<file path="src/rtl/core/pss_div.sv">
`timescale 1ns / 1ps
`default_nettype none

// Signed 49-bit by unsigned 32-bit division, truncating toward zero.
// Restoring divider on magnitudes, one quotient bit per cycle.
module pss_div (
    input  wire logic               aclk,
    input  wire logic               aresetn,
    input  wire logic               start,
    input  wire logic signed [48:0] num,
    input  wire logic        [31:0] den,
    output logic                    done,
    output logic signed [31:0]      quot
);
    logic        busy_reg;
    logic        done_reg;
    logic [5:0]  step_reg;
    logic        neg_reg;
    logic [47:0] num_reg;
    logic [31:0] den_reg;
    logic [31:0] rem_reg;
    logic [47:0] q_reg;
    logic [32:0] rem_try;
    logic [48:0] num_mag;

    assign num_mag = num[48] ? 49'(-num) : 49'(num);
    assign rem_try = {rem_reg, num_reg[47]};

    always_ff @(posedge aclk) begin
        if (!aresetn) begin
            busy_reg <= 1'b0;
            done_reg <= 1'b0;
        end else begin
            done_reg <= 1'b0;
            if (start) begin
                busy_reg <= 1'b1;
            end else if (busy_reg && step_reg == 6'd47) begin
                busy_reg <= 1'b0;
                done_reg <= 1'b1;
            end
        end
    end

    always_ff @(posedge aclk) begin
        if (start) begin
            neg_reg  <= num[48];
            num_reg  <= num_mag[47:0];
            den_reg  <= den;
            rem_reg  <= '0;
            q_reg    <= '0;
            step_reg <= '0;
        end else if (busy_reg) begin
            num_reg  <= {num_reg[46:0], 1'b0};
            step_reg <= step_reg + 6'd1;
            if (rem_try >= {1'b0, den_reg}) begin
                rem_reg <= 32'(rem_try - {1'b0, den_reg});
                q_reg   <= {q_reg[46:0], 1'b1};
            end else begin
                rem_reg <= rem_try[31:0];
                q_reg   <= {q_reg[46:0], 1'b0};
            end
        end
    end

    assign done = done_reg;
    assign quot = neg_reg ? 32'(-signed'(q_reg[31:0])) : signed'(q_reg[31:0]);

endmodule

`default_nettype wire

</file>
<file path="config.mk">
export PLATFORM = sky130hd
export DESIGN_NAME = pss_div
export DESIGN_NICKNAME = d
export VERILOG_FILES = /design/src/rtl/core/pss_div.sv
export SDC_FILE = /design/constraint.sdc
export NUM_CORES = 1
export LEC_CHECK = 0
export ABC_AREA = 0
export ABC_CLOCK_PERIOD_IN_PS = 4160
export BUFFER_PORTS_ARGS = -buffer_cell sky130_fd_sc_hd__buf_2
export CORE_ASPECT_RATIO = 2
export CORE_MARGIN = 5
export CORE_UTILIZATION = 40
export DETAILED_ROUTE_END_ITERATION = 8
export HOLD_SLACK_MARGIN = 0.05
export MAX_ROUTING_LAYER = met4
export PLACE_DENSITY = 0.59
export REMOVE_ABC_BUFFERS = 1
export SLEW_MARGIN = 15
export SYNTH_ARGS = -nofsm -noshare
export SYNTH_HDL_FRONTEND = slang
export SYNTH_SLANG_ARGS = --single-unit
</file>
<file path="constraint.sdc">
create_clock -name aclk -period 4.16 [get_ports aclk]
set_input_delay 0.624 -clock aclk [delete_from_list [all_inputs] [get_ports aclk]]
set_output_delay 0.624 -clock aclk [all_outputs]
set_load 0.01 [all_outputs]
</file>
# ---- Word level (Yosys, flattened, before mapping)
# Index checks and enable logic that the tools add are counted.
# W data, S select, Z words.
dict set report totals {
  reg_bits 153
  latchBits 0
  mem_bits_rw 0
  romBits 0
  in_bits 84
  output_inout_bits 33
  word_cells 28
  n_memories 0
}
dict set report op_classes {
  addsub 4
  mul 0
  div 0
  n_lt_le_gt_ge 1
  eq_ne 1
  n_shift 0
  muxes 9
  bitwise 1
  reduce_logical 4
}
# op count
set op_table {}
lappend op_table {{$mux W48} 3}
lappend op_table {{$mux W32} 2}
lappend op_table {{$neg A48 Y48} 1}
lappend op_table {{$ge A33 B32 Y1} 1}
lappend op_table {{$neg A32 Y32} 1}
lappend op_table {{$sub A32 B32 Y32} 1}
lappend op_table {{$add A6 B1 Y6 const B} 1}
lappend op_table {{$eq A6 B6 Y1 const B} 1}
lappend op_table {{$mux W1} 4}
lappend op_table {{$reduce_bool A2 Y1} 2}
lappend op_table {{$reduce_or A2 Y1} 1}
lappend op_table {{$logic_and A1 B1 Y1} 1}
lappend op_table {{$not A1 Y1} 1}

# ---- Longest topological paths before layout
dict set report logic_depth {
  depth_word 4
  mapped_depth 14
  ltp_nobuf 12
}

# ---- Least setup slack after synthesis
# No wires, ideal clock.
dict set report synth_timing {
  kind {reg-to-output}
  start {reg q_reg[2]}
  end {out quot[28]}
  t_arrival_ns 3.069
  t_required_ns 3.536
  path_slack_ns 0.467
  path_stages_with_launch 10
  path_buffers 0
  path_cell_list {dfxtp_1 or3_4 nor3_2 nand2_1 or3_1 or4_4 or4_1 or4_4 o31ai_4 xnor2_1}
}
dict set report synth_via {
  elab_chain_cells 2
}
# item line_no
set synth_rtl {}
lappend synth_rtl {{from (decl)} 22} ;# logic [47:0] q_reg;
lappend synth_rtl {{from (signal assigned)} 57} ;# q_reg <= {q_reg[46:0], 1'b1};
lappend synth_rtl {{from (signal assigned)} 60} ;# q_reg <= {q_reg[46:0], 1'b0};
lappend synth_rtl {{$neg A32 Y32} 66} ;# assign quot = neg_reg ? 32'(-signed'(q_reg[31:0])) : signed'(q_reg[31:0]);
lappend synth_rtl {{$mux W32} 66}
lappend synth_rtl {{to (decl)} 13} ;# output logic signed [31:0] quot
# No other way between the ends.

# ---- Worst setup path in the final report
dict set report layout_timing {
  start {reg q_reg[2]}
  end {out quot[27]}
}
# Same word-level chain as after synthesis.

==> flow_summary.json <==
{
  "grt.busiest_layer": "met2",
  "r2r_setup_slack_ns": 0.65,
  "pwr-share-clk_pct": 39.9,
  "fillers": 2242,
  "use_met2_pct": 31.6,
  "antenna_left": 0,
  "root_buffer": "clkbuf_16",
  "hold_path_depth": 1,
  "syn_area_per_cell_um2": 9.34,
  "violations": "negative setup slack",
  "numCtsBuffers": 17,
  "worstMarginPinSlew_ns": 1.07,
  "rsz0062_at_grt": "true",
  "r2r-start": "den_reg[6]",
  "seq_area_frac_synth_pct": 42.5,
  "fmax_mhz": 234,
  "clock_latency_ns": 0.44,
  "internal_power_mw": 3.04,
  "dpl.hpwl_um": 15400,
  "combPwrFrac_pct": 17.1,
  "hold_viol_final": 0,
  "largest_reg_flops": 48,
  "vias": 7382,
  "hold_path_end": "den_reg[3]",
  "drt_wl_total_um": 21300,
  "initial_core_util_pct": 40.5,
  "grt_pass1_vias": 7599,
  "drv_slew": 0,
  "cp_max_fo": 3,
  "cts_hold_buf": 0,
  "grt_util_all_layers_pct": 17.5,
  "finalSetupViolCount": 5,
  "final_cells": 1373,
  "grt_max_degree": 163,
  "place_congestion": 0.850,
  "overflow": 0,
  "hp-class": "input port to flip-flop",
  "power_frac_seq_pct": 43.0,
  "fin_crit_sh_pct": 103,
  "startpoint": "q_reg[2]",
  "clk_pin_slew_ns": 0.06,
  "period_needed_ns": 4.28,
  "synth_cell_type_count": 61,
  "r2r_end": "rem_reg[20]",
  "use_met1_pct": 17.0,
  "drive_above_1_share_pct": 17.6,
  "setup_slack_ns": -0.119,
  "dieWidth_um": 117,
  "vias_per_cell": 5.38,
  "grt_use_met3_pct": 3.41,
  "synth_warnings": 0,
  "cts_tree": "yes",
  "ir_drop_v": 0.000335,
  "synth_ff_type": "edfxtp_1",
  "drc": 0,
  "leakage_nw": 4.56,
  "core_mm2": 0.0225,
  "startpoint_type": "flip-flop",
  "antenna_found_initial": 5,
  "wl_per_cell_um": 15.5,
  "cp.required_ns": 3.54,
  "port_buffers": 116,
  "rows": 78,
  "placed_cells": 1327,
  "grt_pass1_wl_um": 35500,
  "fin_nets": 1195,
  "worstHoldStart": "den[3]",
  "endpoint_kind": "output port",
  "utilization_pct": 47.4,
  "clock_path_buffers": 2,
  "switching_share_pct": 25.7,
  "powerDensity_mw_per_mm2": 382,
  "cts-htree-levels": 4,
  "drtIter0Drc": 313,
  "area_growth_pct": 17.3,
  "status": "finished with violations",
  "clock_skew_ns": 0.00629,
  "relSlewSlack_pct": 28.7,
  "clock_sinks": 153,
  "path_class": "flip-flop to output port",
  "syn_inst": 976,
  "critical_path_arrival_ns": 3.65,
  "synth-seq-cells": 153,
  "ios": 117,
  "synth-edff-count": 81,
  "syn_area_mm2": 0.00912,
  "power.total_mw": 4.09,
  "first_pass_iters": 5,
  "die_height_um": 224,
  "switchingPower_mw": 1.05,
  "maxCapViolCount": 0,
  "ff2ff_path_depth": 12,
  "async_flop_share_pct": 0,
  "die_area_mm2": 0.0261
}
-- per-stage QoR --
step	cell area (um^2)	TNS, ns	hold slack, ns	setup slack [ns]
2_1_floorplan	8910	-2.80	0.448	-0.0582
5_1_grt	10700	-1.20	0.331	-0.256
3_5_place_dp	9920	0	0.470	0.223
4_1_cts	10700	-0.405	0.326	-0.101
3_3_place_gp	9920	0	0.465	0.278
6_report	10700	-0.354	0.359	-0.119
-- area by class of cell --
cell class	count	area (um^2)	area share (%)
multi-input cells	725	4920	46.0
flip-flops and latches	153	3880	36.3
repair buffers	132	719	6.73
clock buffers	28	592	5.53
well taps	280	350	3.28
inverters	46	173	1.61
clock inverters	4	45.0	0.421
diodes	5	12.5	0.117
-- synth_stat cells (8+ instances only) --
library cell / n / area (um^2)
a211oi_1: 23 / 173
a21o_1: 11 / 82.6
a21oi_1: 81 / 405
clkbuf_1: 41 / 154
dfxtp_1: 72 / 1440
edfxtp_1: 81 / 2430
ha_1: 35 / 438
inv_1: 46 / 173
mux2i_1: 55 / 551
nand2_1: 56 / 210
nand2b_1: 8 / 50.1
nand3_1: 8 / 40.0
nand4_1: 12 / 75.1
nor2_1: 132 / 495
nor2b_1: 9 / 56.3
nor3_1: 8 / 40.0
o21ai_0: 41 / 205
o31ai_1: 30 / 225
o41ai_1: 10 / 87.6
or3_1: 14 / 87.6
or4_1: 13 / 97.6
xnor2_1: 48 / 420
xor2_1: 56 / 490
-- layer usage --
| metal | routed length [um] | part of all wire, % |
|---|---|---|
| met5 | 0 | 0 |
| met4 | 907 | 4.3 |
| met2 | 12100 | 57 |
| met1 | 7640 | 36 |
| met3 | 665 | 3.1 |
-- power groups by stage --
stage                     combinational [mW]  sequential [mW]  clock, mW
final                                  0.697             1.76       1.63
after detailed placement               0.687             1.79          0
after global placement                 0.680             1.79          0
after floorplan                        0.460             1.79          0
after CTS                              0.703             1.76       1.68
after global routing                   0.788             1.77       1.75
-- placed cells by master, fill, tap and decap left out, types with 9 or more instances in the layout --
| cell type | synthesis | layout |
|---|---|---|
| a21oi_1 | 81 | 81 |
| o41ai_1 | 10 | 10 |
| o21ai_0 | 41 | 40 |
| inv_1 | 46 | 45 |
| nor2_1 | 132 | 132 |
| dfxtp_1 | 72 | 68 |
| a211oi_1 | 23 | 23 |
| mux2i_1 | 55 | 55 |
| or4_1 | 13 | 11 |
| buf_4 | 2 | 15 |
| buf_2 | 2 | 115 |
| edfxtp_1 | 81 | 81 |
| nand4_1 | 12 | 12 |
| a21o_1 | 11 | 11 |
| xor2_1 | 56 | 56 |
| ha_1 | 35 | 35 |
| nor2b_1 | 9 | 9 |
| clkbuf_16 | 0 | 21 |
| xnor2_1 | 48 | 48 |
| or3_1 | 14 | 12 |
| nand2_1 | 56 | 56 |
| o31ai_1 | 30 | 30 |
-- critical path, cell delays in order, from the launching register on --
cell	delay, ns
dfxtp_4	0.34
or3_4	0.40
nor3_4	0.15
nand3_2	0.10
or3_4	0.34
or4_4	0.42
or4_4	0.43
or4_4	0.48
buf_4	0.16
o21ai_2	0.11
xnor2_1	0.13
buf_2	0.15
-- kinds of logic after synthesis --
logic type / synth area share (%)
simple gates: 14.8
fa+ha+maj: 5.02
mux: 6.04
buf+inv: 4.14
compound gates: 17.5
xor+xnor: 9.99
flops: 42.5
-- how the worst max path moves through the flow --
stage / slack, ns / end
final: -0.12 / quot[27]
after global routing: -0.26 / quot[29]
after CTS: -0.10 / quot[29]
after detailed placement: 0.22 / quot[29]
after global placement: 0.28 / quot[28]
after floorplan: -0.06 / num_reg[0]
-- what timing repair did --
action,4_1_cts,5_1_grt
gates resized for setup,11,3
gates cloned,0,0
endpoints found under the setup margin,6,6
setup buffers,7,2
pin swaps,4,2
Note: power is estimated with default switching activity, not from simulation.
