## config.mk

```make
export PLATFORM = sky130hd
export DESIGN_NAME = pss_sqrt
export DESIGN_NICKNAME = d
export VERILOG_FILES = /design/src/rtl/core/pss_sqrt.sv
export SDC_FILE = /design/constraint.sdc
export NUM_CORES = 1
export LEC_CHECK = 0
export BUFFER_PORTS_ARGS = -buffer_cell sky130_fd_sc_hd__clkbuf_2
export CAP_MARGIN = 10
export CORE_ASPECT_RATIO = 2
export CORE_UTILIZATION = 60
export CTS_CLUSTER_DIAMETER = 50
export DETAILED_ROUTE_END_ITERATION = 16
export PLACE_DENSITY_LB_ADDON = 0.25
export SYNTH_ARGS = -nofsm -noshare
export SYNTH_HDL_FRONTEND = slang
export SYNTH_SLANG_ARGS = --single-unit
```

## constraint.sdc

```tcl
create_clock -name aclk -period 5.3 [get_ports aclk]
set_input_delay 0 -clock aclk [delete_from_list [all_inputs] [get_ports aclk]]
set_output_delay 0 -clock aclk [all_outputs]
set_load 0.01 [all_outputs]
```

## src/rtl/core/pss_sqrt.sv

```systemverilog
`timescale 1ns / 1ps
`default_nettype none

// Floor square root of a 64-bit value, one result bit per cycle.
module pss_sqrt (
    input  wire logic        aclk,
    input  wire logic        aresetn,
    input  wire logic        start,
    input  wire logic [63:0] radicand,
    output logic             done,
    output logic [31:0]      root
);
    logic        busy_reg;
    logic        done_reg;
    logic [4:0]  step_reg;
    logic [63:0] rad_reg;
    logic [33:0] rem_reg;
    logic [31:0] root_reg;
    logic [35:0] rem_try;
    logic [35:0] trial;

    // Bring down two radicand bits and test the next root bit.
    assign rem_try = {rem_reg, rad_reg[63:62]};
    assign trial   = {2'b00, root_reg, 2'b01};

    always_ff @(posedge aclk) begin
        if (!aresetn) begin
            busy_reg <= 1'b0;
            done_reg <= 1'b0;
        end else begin
            done_reg <= 1'b0;
            if (start) begin
                busy_reg <= 1'b1;
            end else if (busy_reg && step_reg == 5'd31) begin
                busy_reg <= 1'b0;
                done_reg <= 1'b1;
            end
        end
    end

    always_ff @(posedge aclk) begin
        if (start) begin
            rad_reg  <= radicand;
            rem_reg  <= '0;
            root_reg <= '0;
            step_reg <= '0;
        end else if (busy_reg) begin
            rad_reg  <= {rad_reg[61:0], 2'b00};
            step_reg <= step_reg + 5'd1;
            if (rem_try >= trial) begin
                rem_reg  <= 34'(rem_try - trial);
                root_reg <= {root_reg[30:0], 1'b1};
            end else begin
                rem_reg  <= rem_try[33:0];
                root_reg <= {root_reg[30:0], 1'b0};
            end
        end
    end

    assign done = done_reg;
    assign root = root_reg;

endmodule

`default_nettype wire

```

* Yosys cells after proc, flatten, opt, wreduce, memory -nomap -nowiden
Cells that the tools add are included.
Widths: inputs -> output; s select.
** Word-level totals
- Logic and storage cells :: 22
- Bits in registers :: 137
- Input bits :: 67
** Cells by class
- Multiplexer cells :: 7
- Reduce and logical (&&, ||, !) cells :: 4
- Add/sub/neg operators :: 2
- Order comparisons :: 1
- Equal/unequal tests :: 1
- Bitwise logic cells :: 1
** Operators by type and width (count)
- $mux 64 :: 2
- $ge 36x34->1 :: 1
- $mux 34 :: 1
- $sub 34x34->34 :: 1
- $add 5x1->5 const B :: 1
- $eq 5x5->1 const B :: 1
- $mux 1 :: 4
- $reduce_bool 2->1 :: 2
- $reduce_or 2->1 :: 1
- $logic_and 1x1->1 :: 1
- $not 1->1 :: 1

* Depth between registers and ports, before layout
Gate-level depths: netlist of run 1.
- Depth in word-level cells :: 4
- Depth in mapped cells :: 13
- Mapped depth without buffers :: 11

* Worst setup path before layout of run 1
Ideal clock, no wire load.
- Kind :: reg2reg
- Start :: reg root_reg[11] (netlist: root[11])
- End :: reg rem_reg[11]
- Data required time :: 5.163 ns
- Setup time :: 0.137 ns
- Stages on the path, launching flop included :: 13
- Path slack :: 2.412 ns
- Data arrival time :: 2.750 ns
- Cell sequence :: dfxtp_1 > inv_1 > ha_1 > a21o_1 > a21o_1 > a221oi_2 > o21ai_2 > a2111oi_4 > o21bai_2 > a21oi_4 > buf_6 > mux2i_1 > a211oi_1
** Between the ends
- Cells in the longest elaborated chain, start to end :: 2
** Ends and longest elaborated chain
- start, declared :: RTL line 18 : logic [31:0] root_reg;
- start signal, assigned :: RTL line 52 : root_reg <= {root_reg[30:0], 1'b1};
- start signal, assigned :: RTL line 55 : root_reg <= {root_reg[30:0], 1'b0};
- $ge 36x34->1 :: RTL line 50 : if (rem_try >= trial) begin
- $mux 34 :: RTL line 50
- end signal, assigned :: RTL line 51 : rem_reg <= 34'(rem_try - trial);
- end signal, assigned :: RTL line 54 : rem_reg <= rem_try[33:0];
- end, declared :: RTL line 17 : logic [33:0] rem_reg;
No other way between the ends.
A chain may end at the register's enable or synchronous reset.

* Final worst setup path of run 1
- Start :: reg root_reg[0] (netlist: root[0])
- End :: reg rem_reg[16]
** Between the ends
- Cells in the longest elaborated chain, start to end :: 2
** Ends and longest elaborated chain (RTL line)
- $sub 34x34->34 or $ge 36x34->1 (tied branches) :: 51, 50
- $mux 34 * :: 50
Every way passes the cells marked *; elsewhere a longest branch is shown, timed or not.

==> results.txt, run 1 <==
Critical path endpoint category: flop
R2r worst-path depth: 12
Die X-Extent: 80.8 um
Synth warn: 0
Crit path max fanout: 30
Sequential share of the synthesized area: 45.4%
Final ANT Viol Nets: 0
Area delta synth->final: 23.7%
Hold endpoint: root[28]$_SDFFE_PP0P_
Die area: 0.0129 mm^2
Worst Path Arrival: 4050 ps
Initial antenna violation count: 0
CTS buffer count: 17
Clock Latency Late Sink: 420 ps
Hold Crit Start: start
#FFs+latches synth: 137
# port buffers: 99
RSZ-0062 raised after global routing: no
Core area: 0.0121 mm^2
Share of cells above drive strength 1: 23.6%
Status: completed
Detailed-route vias per instance: 5.97
Initial Util: 61.4%
Final setup viols: 0
Fmax: 0.264 GHz
EDFF count, synth: 64
Die height: 160 um
Worst Max-Slew Pin Slew: 854 ps
Syn Nets: 816
RR Startpoint: root[0]$_SDFFE_PP0P_
Final period utilization: 71.5%
VDD IR max: 0.000341 V
Maximum capacitance violations: 0
Post-Route WL: 18600 um
Dpl hpwl: 11800 um
Crit Path Class: flop to flop
Predominant post-synthesis flop cell: dfxtp_1
Reg2Reg Setup Slack: 1510 ps
Antenna diodes: 0
Final Wtd Congestion: 0.952
Clk slew on worst S/H paths: 60 ps
Post-CTS sizing: 0
CTS tree: yes
Max-slew violations: 0
Placed inst area: 0.00801 mm^2
Relative slew margins: 43.1%
Hold Path Stages: 2
# IOs: 100
Sink Count: 137
Global-route wire length before repair: 30200 um
Avg Cell Area, Syn: 10.4 um^2
Longest Clk Path Bufs: 2
Final min period: 3790 ps
Overflow after GRT: 0
Post-route cell area: 0.00922 mm^2
Nets: 968
Residual DRC: 0
P_leak: 3.81 nW
Req. time, crit path: 5560 ps
DRT iter0 DRCs: 343
Final Hold Fails: 0
CTS H-Tree Depth: 4
Synth async-reset ratio: 0%
Overall Global Routing Usage: 30.8%
Hold crit path type: input port to flop
Gate Count Post-Synth: 713
Core Rows: 57
CTS Hold Buffers Added: 65
Setup_tns: 0 ps
Max reg flops: 64
Mapped Area: 0.00745 mm^2
Layout Skew: 9.24 ps
P per Cell Area: 448 mW/mm^2
Vias in the first global route: 6396
DR pass1 iterations: 7
Pin count of the biggest net entering global routing: 78
Via count: 6124
Critical path launch point type: flop
Post CTS Setup Buffer Count: 0
CTS Root Cell: clkbuf_16
Crit Reg-Reg Endpoint: rem_reg[16]$_SDFFE_PP0P_
Wire length per cell: 18.2 um
Yosys cell types: 52
## cells by family (layout without fill, tap and decap cells)
logic type | Yosys count | after routing | share of synthesized area (%)
fa+ha+maj | 36 | 36 | 6.05
flops | 137 | 137 | 45.4
simple gates | 181 | 181 | 11.0
buf+inv | 72 | 237 | 3.95
xor+xnor | 33 | 33 | 3.88
mux | 117 | 117 | 16.8
compound gates | 137 | 137 | 13.0
## placed cells by master (no fill, tap or decap), drive strengths merged, types with 4 or more instances in the layout
| master | count |
|---|---|
| nor2b | 8 |
| a211oi | 25 |
| a31oi | 7 |
| o21a | 6 |
| a21oi | 28 |
| o31ai | 6 |
| and3 | 4 |
| inv | 45 |
| nand4 | 7 |
| nand2b | 4 |
| o21ai | 22 |
| a21o | 16 |
| a32oi | 4 |
| buf | 5 |
| dfxtp | 73 |
| and2 | 6 |
| mux2i | 55 |
| nand3 | 9 |
| a311oi | 5 |
| xnor2 | 20 |
| nor2 | 89 |
| nand2 | 32 |
| dlygate4sd3 | 65 |
| xor2 | 13 |
| nor3 | 9 |
| mux2 | 62 |
| clkbuf | 116 |
| ha | 36 |
| edfxtp | 64 |
## synthesized netlist by cell type (5+ instances only)
cell      number  share of area, %
nor2_1        89               4.5
dfxtp_1       73                20
edfxtp_1      64                26
mux2_2        62               9.4
mux2i_1       55               7.4
inv_1         37               1.9
ha_1          36               6.0
nand2_1       32               1.6
a21oi_1       27               1.8
a211oi_1      25               2.5
clkbuf_1      25               1.3
o21ai_0       21               1.4
xnor2_1       20               2.4
a21o_1        16               1.6
xor2_1        13               1.5
nand3_1        9              0.60
nor3_1         9              0.60
nor2b_1        8              0.67
a31oi_1        7              0.59
nand4_1        7              0.59
and2_1         6              0.50
buf_1          6              0.30
o21a_1         6              0.60
o31ai_1        6              0.60
a311oi_1       5              0.59
## critical path, cell delays in order, from the launching register on
cell and delay (ps):
dfxtp_1 380, inv_1 60, ha_1 360, nor2b_1 180, o21ba_2 220, o22ai_1 340
o21ai_2 170, a2111oi_4 410, o21bai_2 150, a21oi_4 500, buf_4 490, mux2i_1 250
a211oi_1 90
## worst max path at each step
stage	start	to	slack [ps]
floorplan	root[11]$_SDFFE_PP0P_	rem_reg[11]$_SDFFE_PP0P_	2410
global placement	root[0]$_SDFFE_PP0P_	rem_reg[15]$_SDFFE_PP0P_	1740
detailed placement	root[0]$_SDFFE_PP0P_	rem_reg[14]$_SDFFE_PP0P_	1590
CTS	root[0]$_SDFFE_PP0P_	rem_reg[14]$_SDFFE_PP0P_	1550
global route	root[2]$_SDFFE_PP0P_	rem_reg[29]$_SDFFE_PP0P_	1290
finish	root[0]$_SDFFE_PP0P_	rem_reg[16]$_SDFFE_PP0P_	1510
## layout make-up
type                       count  area (um^2)
multi-input combinational    504         3770
sequential                   137         3390
fill                         834         2910
timing repair buffer         168         1180
clock buffer                  18          429
tap                          147          184
inverter                      37          139
clock inverter                14          129
## stage by stage
| stage | instances | util [%] | power [mW] | hold WS (ps) | setup WS [ps] |
|---|---|---|---|---|---|
| final | 1025 | 76.0 | 4.13 | 107 | 1510 |
| after global routing | 1025 | 76.0 | 4.35 | 123 | 1290 |
| after CTS | 1025 | 76.0 | 4.11 | 95.4 | 1550 |
| after detailed placement | 928 | 66.1 | 2.93 | 227 | 1590 |
| after global placement | 928 | 66.1 | 2.88 | 224 | 1740 |
| after floorplan | 713 | - | 2.62 | 118 | 2410 |
## per-layer routing
metal / routed length (um) / part of all wire [%] / GRT usage [%] / up-vias
met5: 0 / 0 / 0 / -
met4: 906 / 4.9 / 16.2 / 0
met3: 763 / 4.1 / 6.30 / 75
met2: 10300 / 55 / 56.7 / 213
met1: 6610 / 36 / 31.0 / 2938
li1: - / - / - / 2898
## power breakdown
part | switching, mW | internal, mW | leakage [nW] | total (mW)
combinational | 0.938 | 0.740 | 2.30 | 1.68
sequential | 0.0889 | 1.24 | 1.24 | 1.33
clock | 0.507 | 0.619 | 0.266 | 1.13
total | 1.53 | 2.60 | 3.81 | 4.13
No activity file was read; power rests on OpenSTA's default activity.
==> inputs of run 2 (changes only) <==
--- a/config.mk
+++ b/config.mk
@@ -5,10 +5,11 @@
 export SDC_FILE = /design/constraint.sdc
 export NUM_CORES = 1
 export LEC_CHECK = 0
+export ABC_AREA = 1
 export BUFFER_PORTS_ARGS = -buffer_cell sky130_fd_sc_hd__clkbuf_2
 export CAP_MARGIN = 10
 export CORE_ASPECT_RATIO = 2
-export CORE_UTILIZATION = 60
+export CORE_UTILIZATION = 59
 export CTS_CLUSTER_DIAMETER = 50
 export DETAILED_ROUTE_END_ITERATION = 16
 export PLACE_DENSITY_LB_ADDON = 0.25
==> constraint.sdc (replaced) <==
create_clock -name aclk -period 3.7 [get_ports aclk]
set_input_delay 0 -clock aclk [delete_from_list [all_inputs] [get_ports aclk]]
set_output_delay 0 -clock aclk [all_outputs]
set_load 0.01 [all_outputs]
==> run 2 against run 1 <==
  * Critical path depth grew 2
  * Count of clock-buffer cells in the layout shrank 1
  * Clock skew grew 0.53 ps
  * Area after synthesis grew 9.6%
  * Register-to-register slack lost 720 ps
  * Highest routed layer unchanged
==> results.txt, run 2 <==
Yosys cell types: 35 (-33%)
Critical path launch point type: flop
Mapped Area: 0.00817 mm^2 (+9.6%)
Die area: 0.0143 mm^2 (+11%)
Count leader, synth: nand2_1
Global-route wire length before repair: 42900 um (+42%)
P per Cell Area: 1080 mW/mm^2 (+140%)
Predominant post-synthesis flop cell: dfxtp_1
Post-Synth XOR/XNOR Area: 1.82% (-2.1 points)
Synth top area share: 23.5% (-2.3 points)
DR pass1 iterations: 8 (+1)
Setup_tns: 0 ps (unchanged)
Critical path endpoint category: flop
Sequential share of the synthesized area: 41.4% (-4.0 points)
Cell internal pwr: 5.09 mW (+96%)
Switching pwr: 5.75 mW (+280%)
Relative slew margins: 45.0% (+1.9 points)
Area delta synth->final: 23.0%
Core area: 0.0135 mm^2 (+11%)
Vias in the first global route: 8640 (+35%)
Wire length per cell: 18.6 um (+2.4%)
Final min period: 2910 ps (-877 ps)
Clock power share: 16.6% (-11 points)
Die height: 168 um (+5.5%)
Initial Util: 60.4% (-1.0 points)
RSZ-0062 raised after global routing: no
Reg2Reg Setup Slack: 790 ps (-720 ps)
Longest Clk Path Bufs: 2 (unchanged)
Residual DRC: 0 (unchanged)
Combinational share of power: 65.0% (+24 points)
CTS Root Cell: clkbuf_16
Req. time, crit path: 4030 ps (-1530 ps)
Avg Cell Area, Syn: 6.97 um^2 (-33%)
VDD IR max: 0.000668 V (+96%)
Synth area leaders: edfxtp_1 24%, nand2_1 23%, dfxtp_1 18%
# IOs: 100 (unchanged)
Synth async-reset ratio: 0% (unchanged)
CTS tree: yes
Nets: 1434 (+48%)
Status: completed
Post CTS Setup Buffer Count: 0 (unchanged)
Hold Crit Start: aresetn
Mux cell area share after synthesis: 0% (-17 points)
Hold crit path type: input port to flop
Sink Count: 137 (unchanged)
Commonest non-fill, non-tap cell in the layout: nand2_1
Synth area leader: edfxtp_1
Final Wtd Congestion: 1.04 (+9.0%)
EDFF count, synth: 64 (unchanged)
# placed instances: 1400 (+51%)
#FFs+latches synth: 137 (unchanged)
Crit path max fanout: 35 (+17%)
Crit Path Class: flop to flop
Clock Latency Late Sink: 440 ps (+20 ps)
DP Worst Slack: 910 ps (-677 ps)
CTS H-Tree Depth: 4 (unchanged)
Detailed-route vias per instance: 5.62 (-5.9%)
Seq pwr share: 18.4% (-14 points)
Layout Skew: 9.77 ps (+0.529 ps)
Final Hold Fails: 0 (unchanged)
Initial antenna violation count: 1 (+1)
Synth Area in Simple Gates: 34.0% (+23 points)
Commonest non-fill, non-tap cells in the layout: 492 x nand2_1, 168 x inv_1, 99 x clkbuf_2
Final ANT Viol Nets: 0 (unchanged)
Max-slew violations: 0 (unchanged)
CP Launch Point: root[21]$_SDFFE_PP0P_
Gate Count Post-Synth: 1172 (+64%)
Syn Nets: 1275 (+56%)
Worst Path Arrival: 3240 ps (-810 ps)
Synth warn: 0 (unchanged)
Max reg flops: 64 (unchanged)
Post-Synth Adder-Cell Area: 5.52% (-0.53 points)
Finished Layout Cells: 1500 (+46%)
Fmax: 0.343 GHz (+30%)
P_leak: 5.24 nW (+38%)
Maximum capacitance violations: 0 (unchanged)
DRT iter0 DRCs: 602 (+76%)
Worst Slack Setup Final: 787 ps (-723 ps)
# port buffers: 99 (unchanged)
Overflow after GRT: 0 (unchanged)
Clk slew on worst S/H paths: 70 ps (about the same)
Main combinational cell family by area after synthesis: simple AND/OR/NAND/NOR gates
Worst Max-Slew Pin Slew: 825 ps (-28.2 ps)
Pwr Total: 10.8 mW (+160%)
Die X-Extent: 85.2 um (+5.4%)
RR Startpoint: root[21]$_SDFFE_PP0P_
Dpl hpwl: 18100 um (+53%)
Pin count of the biggest net entering global routing: 68 (-13%)
Overall Global Routing Usage: 40.4% (+9.6 points)
Share of cells above drive strength 1: 12.1% (-11 points)
Post-Route WL: 27900 um (+50%)
Final setup viols: 0 (unchanged)
Synth cell count leaders: 492 x nand2_1, 169 x inv_1, 76 x nand3_1
Via count: 8436 (+38%)
CTS buffer count: 17 (unchanged)
Core Rows: 60 (+5.3%)
Sw Share: 53.0% (+16 points)
Final period utilization: 78.7% (+7.2 points)
Compound-Gate Fraction of Synth Area: 7.11% (-5.9 points)
[run 2: cell types whose count changed after synthesis, sizes merged, moves of 16 or more]
cell and delta:
inv +132, a21o -16, mux2i -55, nand2 +466, a211oi -23, o22ai +29
nand3 +71, mux2 -62, nor2 -20
[run 2: per-layer routing]
metal	track usage (%)	wire length [um]	vias to the layer above
li1	-	-	4014
met1	35.1	8610	3836
met2	72.6	14600	427
met3	10.6	1990	159
met4	37.7	2670	0
met5	0	0	-
[run 2: cells by family after synthesis]
logic type | after synthesis
XOR/XNOR | 17
adder cells (fa/ha/maj) | 36
flip-flops | 137
AO/OA/AOI/OAI | 101
buffers and inverters | 209
AND/OR/NAND/NOR | 672
[run 2: critical path, cell delays in order (launching register included)]
cell and delay, ps:
dfxtp_1 310, inv_1 240, ha_1 330, a21oi_1 250, nand2_1 120, nand2_1 70
nand2_1 80, nand2_1 70, nand2_1 80, nor2_4 530, nand2_8 260, nand2_1 240
nand2_1 90, nand2_1 70, nand2_1 50
[run 2: final timing paths]
kind / depth (start not counted) / end
setup / recovery: 14 / rem_reg[32]$_SDFFE_PP0P_
hold / removal: 4 / busy_reg$_SDFFE_PN0P_
setup reg to reg: 14 / rem_reg[32]$_SDFFE_PP0P_
hold reg to reg: 2 / rem_reg[33]$_SDFFE_PP0P_
[run 2: per-stage QoR]
stage	hold WS (ps)	util [%]	cell area, um^2
6_report	351	74.3	10000
5_1_grt	384	74.3	10000
4_1_cts	359	74.3	10000
3_5_place_dp	239	64.9	8760
3_3_place_gp	230	64.9	8760
2_1_floorplan	139	-	8170
[run 2: what timing repair did]
| item | in CTS | in global routing |
|---|---|---|
| hold buffers | 67 | 0 |
| hold endpoints to repair | 67 | 0 |
| gates resized for setup | 0 | 0 |
[run 2: power by group through the flow]
stage | Clock, mW | Sequential [mW] | Combinational, mW
floorplan | 0 | 1.96 | 5.10
global placement | 0 | 2.00 | 6.60
detailed placement | 0 | 2.00 | 6.67
CTS | 1.79 | 1.98 | 6.78
global route | 1.86 | 2.01 | 7.74
finish | 1.80 | 2.00 | 7.05
[run 2: cell type report]
cell class	count	area, um^2
timing repair buffer	177	1250
sequential	137	3380
fill	1036	3470
multi-input combinational	826	3960
inverter	172	648
clock inverter	15	183
tap	155	194
clock buffer	17	425
antenna	1	2.50
==> inputs of run 3 (changes only) <==
--- a/config.mk
+++ b/config.mk
@@ -9,7 +9,7 @@
 export BUFFER_PORTS_ARGS = -buffer_cell sky130_fd_sc_hd__clkbuf_2
 export CAP_MARGIN = 10
 export CORE_ASPECT_RATIO = 2
-export CORE_UTILIZATION = 59
+export CORE_UTILIZATION = 53
 export CTS_CLUSTER_DIAMETER = 50
 export DETAILED_ROUTE_END_ITERATION = 16
 export PLACE_DENSITY_LB_ADDON = 0.25
==> constraint.sdc (replaced) <==
create_clock -name aclk -period 2.5 [get_ports aclk]
set_input_delay 0 -clock aclk [delete_from_list [all_inputs] [get_ports aclk]]
set_output_delay 0 -clock aclk [all_outputs]
set_load 0.01 [all_outputs]
==> run 3 against run 2 <==
  * Register-to-register slack got worse by 650 ps
  * Critical path type unchanged
  * Largest cell class unchanged
  * Count of clock-buffer cells in the layout increased by 2
  * Flip-flop and latch count unchanged
  * Highest routed layer unchanged
==> results.txt, run 3 (same netlist as run 2, synthesis figures left out) <==
Nets: 1454 (+1.4%)
Max-slew violations: 0 (unchanged)
Worst Slack Setup Final: 136 ps (-652 ps)
Commonest non-fill, non-tap cell in the layout: nand2_1
Worst Max-Slew Pin Slew: 632 ps (-193 ps)
Layout Skew: 8.77 ps (-1.00 ps)
Via count: 8183 (-3.0%)
CTS tree: yes
Fmax: 0.423 GHz (+23%)
Initial Util: 54.8% (-5.6 points)
RR Startpoint: rem_reg[23]$_SDFFE_PP0P_
CTS buffer count: 17 (unchanged)
Vias in the first global route: 8368 (-3.1%)
Relative slew margins: 57.4% (+12 points)
CTS H-Tree Depth: 4 (unchanged)
Hold crit path type: input port to flop
R2r worst-path depth: 12 (-2)
Final Wtd Congestion: 0.999 (-3.6%)
Final setup viols: 0 (unchanged)
Maximum capacitance violations: 0 (unchanged)
Final period utilization: 94.6% (+16 points)
# IOs: 100 (unchanged)
Wire length per cell: 16.5 um (-11%)
Initial antenna violation count: 0 (-1)
Clk slew on worst S/H paths: 60 ps (about the same)
RSZ-0062 raised after global routing: no
Core area: 0.0149 mm^2 (+10%)
Pin count of the biggest net entering global routing: 66 (-2.9%)
Detailed-route vias per instance: 5.25 (-6.7%)
Crit Reg-Reg Endpoint: rem_reg[29]$_SDFFE_PP0P_
Die height: 178 um (+5.4%)
Global-route wire length before repair: 40700 um (-5.3%)
Die X-Extent: 89.8 um (+5.4%)
Clock Latency Late Sink: 430 ps (about the same)
Commonest non-fill, non-tap cells in the layout: 491 x nand2_1, 168 x inv_1, 99 x clkbuf_2
Area delta synth->final: 25.8%
DR pass1 iterations: 5 (-3)
P per Cell Area: 1580 mW/mm^2 (+47%)
Status: completed
DRT iter0 DRCs: 343 (-43%)
Critical path launch point type: flop
Post-Route WL: 25700 um (-8.0%)
Critical path endpoint category: flop
Final min period: 2360 ps (-548 ps)
Post-route cell area: 0.0103 mm^2 (+2.3%)
Fin util: 69.0% (-5.4 points)
Reg2Reg Setup Slack: 140 ps (-650 ps)
DP Worst Slack: 138 ps (-773 ps)
Crit Path Class: flop to flop
Hold endpoint: rad_reg[0]$_SDFFCE_PN0P_
Dpl hpwl: 17900 um (-0.89%)
Hold slack: 376 ps (+25.2 ps)
Worst Path Arrival: 2700 ps (-540 ps)
Overflow after GRT: 0 (unchanged)
Longest Clk Path Bufs: 2 (unchanged)
Hold Crit Start: radicand[0]
Max reg flops: 64 (unchanged)
# port buffers: 99 (unchanged)
Placed inst area: 0.00900 mm^2 (+2.7%)
Sink Count: 137 (unchanged)
Setup_tns: 0 ps (unchanged)
Final Hold Fails: 0 (unchanged)
Post CTS Setup Buffer Count: 0 (unchanged)
Residual DRC: 0 (unchanged)
VDD IR max: 0.000994 V (+49%)
Final ANT Viol Nets: 0 (unchanged)
Core Rows: 63 (+5.0%)
Crit path max fanout: 4 (-89%)
Hold Path Stages: 4 (unchanged)
Antenna diodes: 0 (-1)
CTS Root Cell: clkbuf_16
Overall Global Routing Usage: 33.5% (-6.9 points)
Req. time, crit path: 2830 ps (-1200 ps)
Die area: 0.0159 mm^2 (+11%)
Share of cells above drive strength 1: 13.6% (+1.4 points)
P_leak: 5.33 nW (+1.8%)
==> run 3: cell count changes in the layout (fill, tap and decap cells not counted), moves of 2 or more <==
cell | previous run | this run
clkinvlp_4 | 0 | 2
buf_12 | 0 | 3
inv_8 | 4 | 1
nor2_4 | 2 | 4
buf_4 | 11 | 28
==> run 3: final cells by class <==
class | count | area [um^2]
Sequential cell | 137 | 3380
Clock buffer | 19 | 443
Clock inverter | 13 | 144
Tap cell | 195 | 244
Multi-Input combinational cell | 826 | 3980
Timing Repair Buffer | 197 | 1440
Fill cell | 1291 | 4620
Inverter | 172 | 648
==> run 3: where the power goes <==
group | internal, mW | switching [mW]
clock network | 1.51 | 1.07
logic | 3.75 | 7.00
registers | 2.71 | 0.240
total | 7.97 | 8.30
==> run 3: critical path, stage by stage (launching register included) <==
cell	delay, ps
dfxtp_1	390
ha_1	360
buf_4	160
nand2_1	110
nor2_1	380
and2_1	190
inv_1	50
nor2_1	190
nor2_1	90
nand3_1	110
nand3_1	110
nand2_1	80
nand2_1	40
==> run 3: worst max-delay path by stage <==
| stage | start | end | depth (start not counted) |
|---|---|---|---|
| 2_1_floorplan | busy_reg$_SDFFE_PN0P_ | rad_reg[0]$_SDFFCE_PN0P_ | 3 |
| 3_3_place_gp | root[15]$_SDFFE_PP0P_ | rem_reg[16]$_SDFFE_PP0P_ | 14 |
| 3_5_place_dp | root[15]$_SDFFE_PP0P_ | rem_reg[27]$_SDFFE_PP0P_ | 14 |
| 4_1_cts | root[15]$_SDFFE_PP0P_ | rem_reg[27]$_SDFFE_PP0P_ | 14 |
| 5_1_grt | root[17]$_SDFFE_PP0P_ | rem_reg[2]$_SDFFE_PP0P_ | 16 |
| 6_report | rem_reg[23]$_SDFFE_PP0P_ | rem_reg[29]$_SDFFE_PP0P_ | 12 |
==> run 3: metrics by stage <==
stage	total power, mW	instances
after floorplan	10.4	1172
after global placement	13.4	1460
after detailed placement	13.5	1460
after CTS	16.2	1559
after global routing	17.6	1559
final	16.3	1559
==> run 3: layer usage <==
metal / track usage, % / wire, um
met1: 30.4 / 8540
met2: 63.7 / 14000
met3: 5.48 / 1050
met4: 28.8 / 2030
met5: 0 / 0
==> run 3: repair_timing <==
action                                  in CTS  in global routing
gates resized for setup                      0                  5
hold buffers                                67                  0
endpoints found under the setup margin       0                 32
hold endpoints to repair                    67                  0
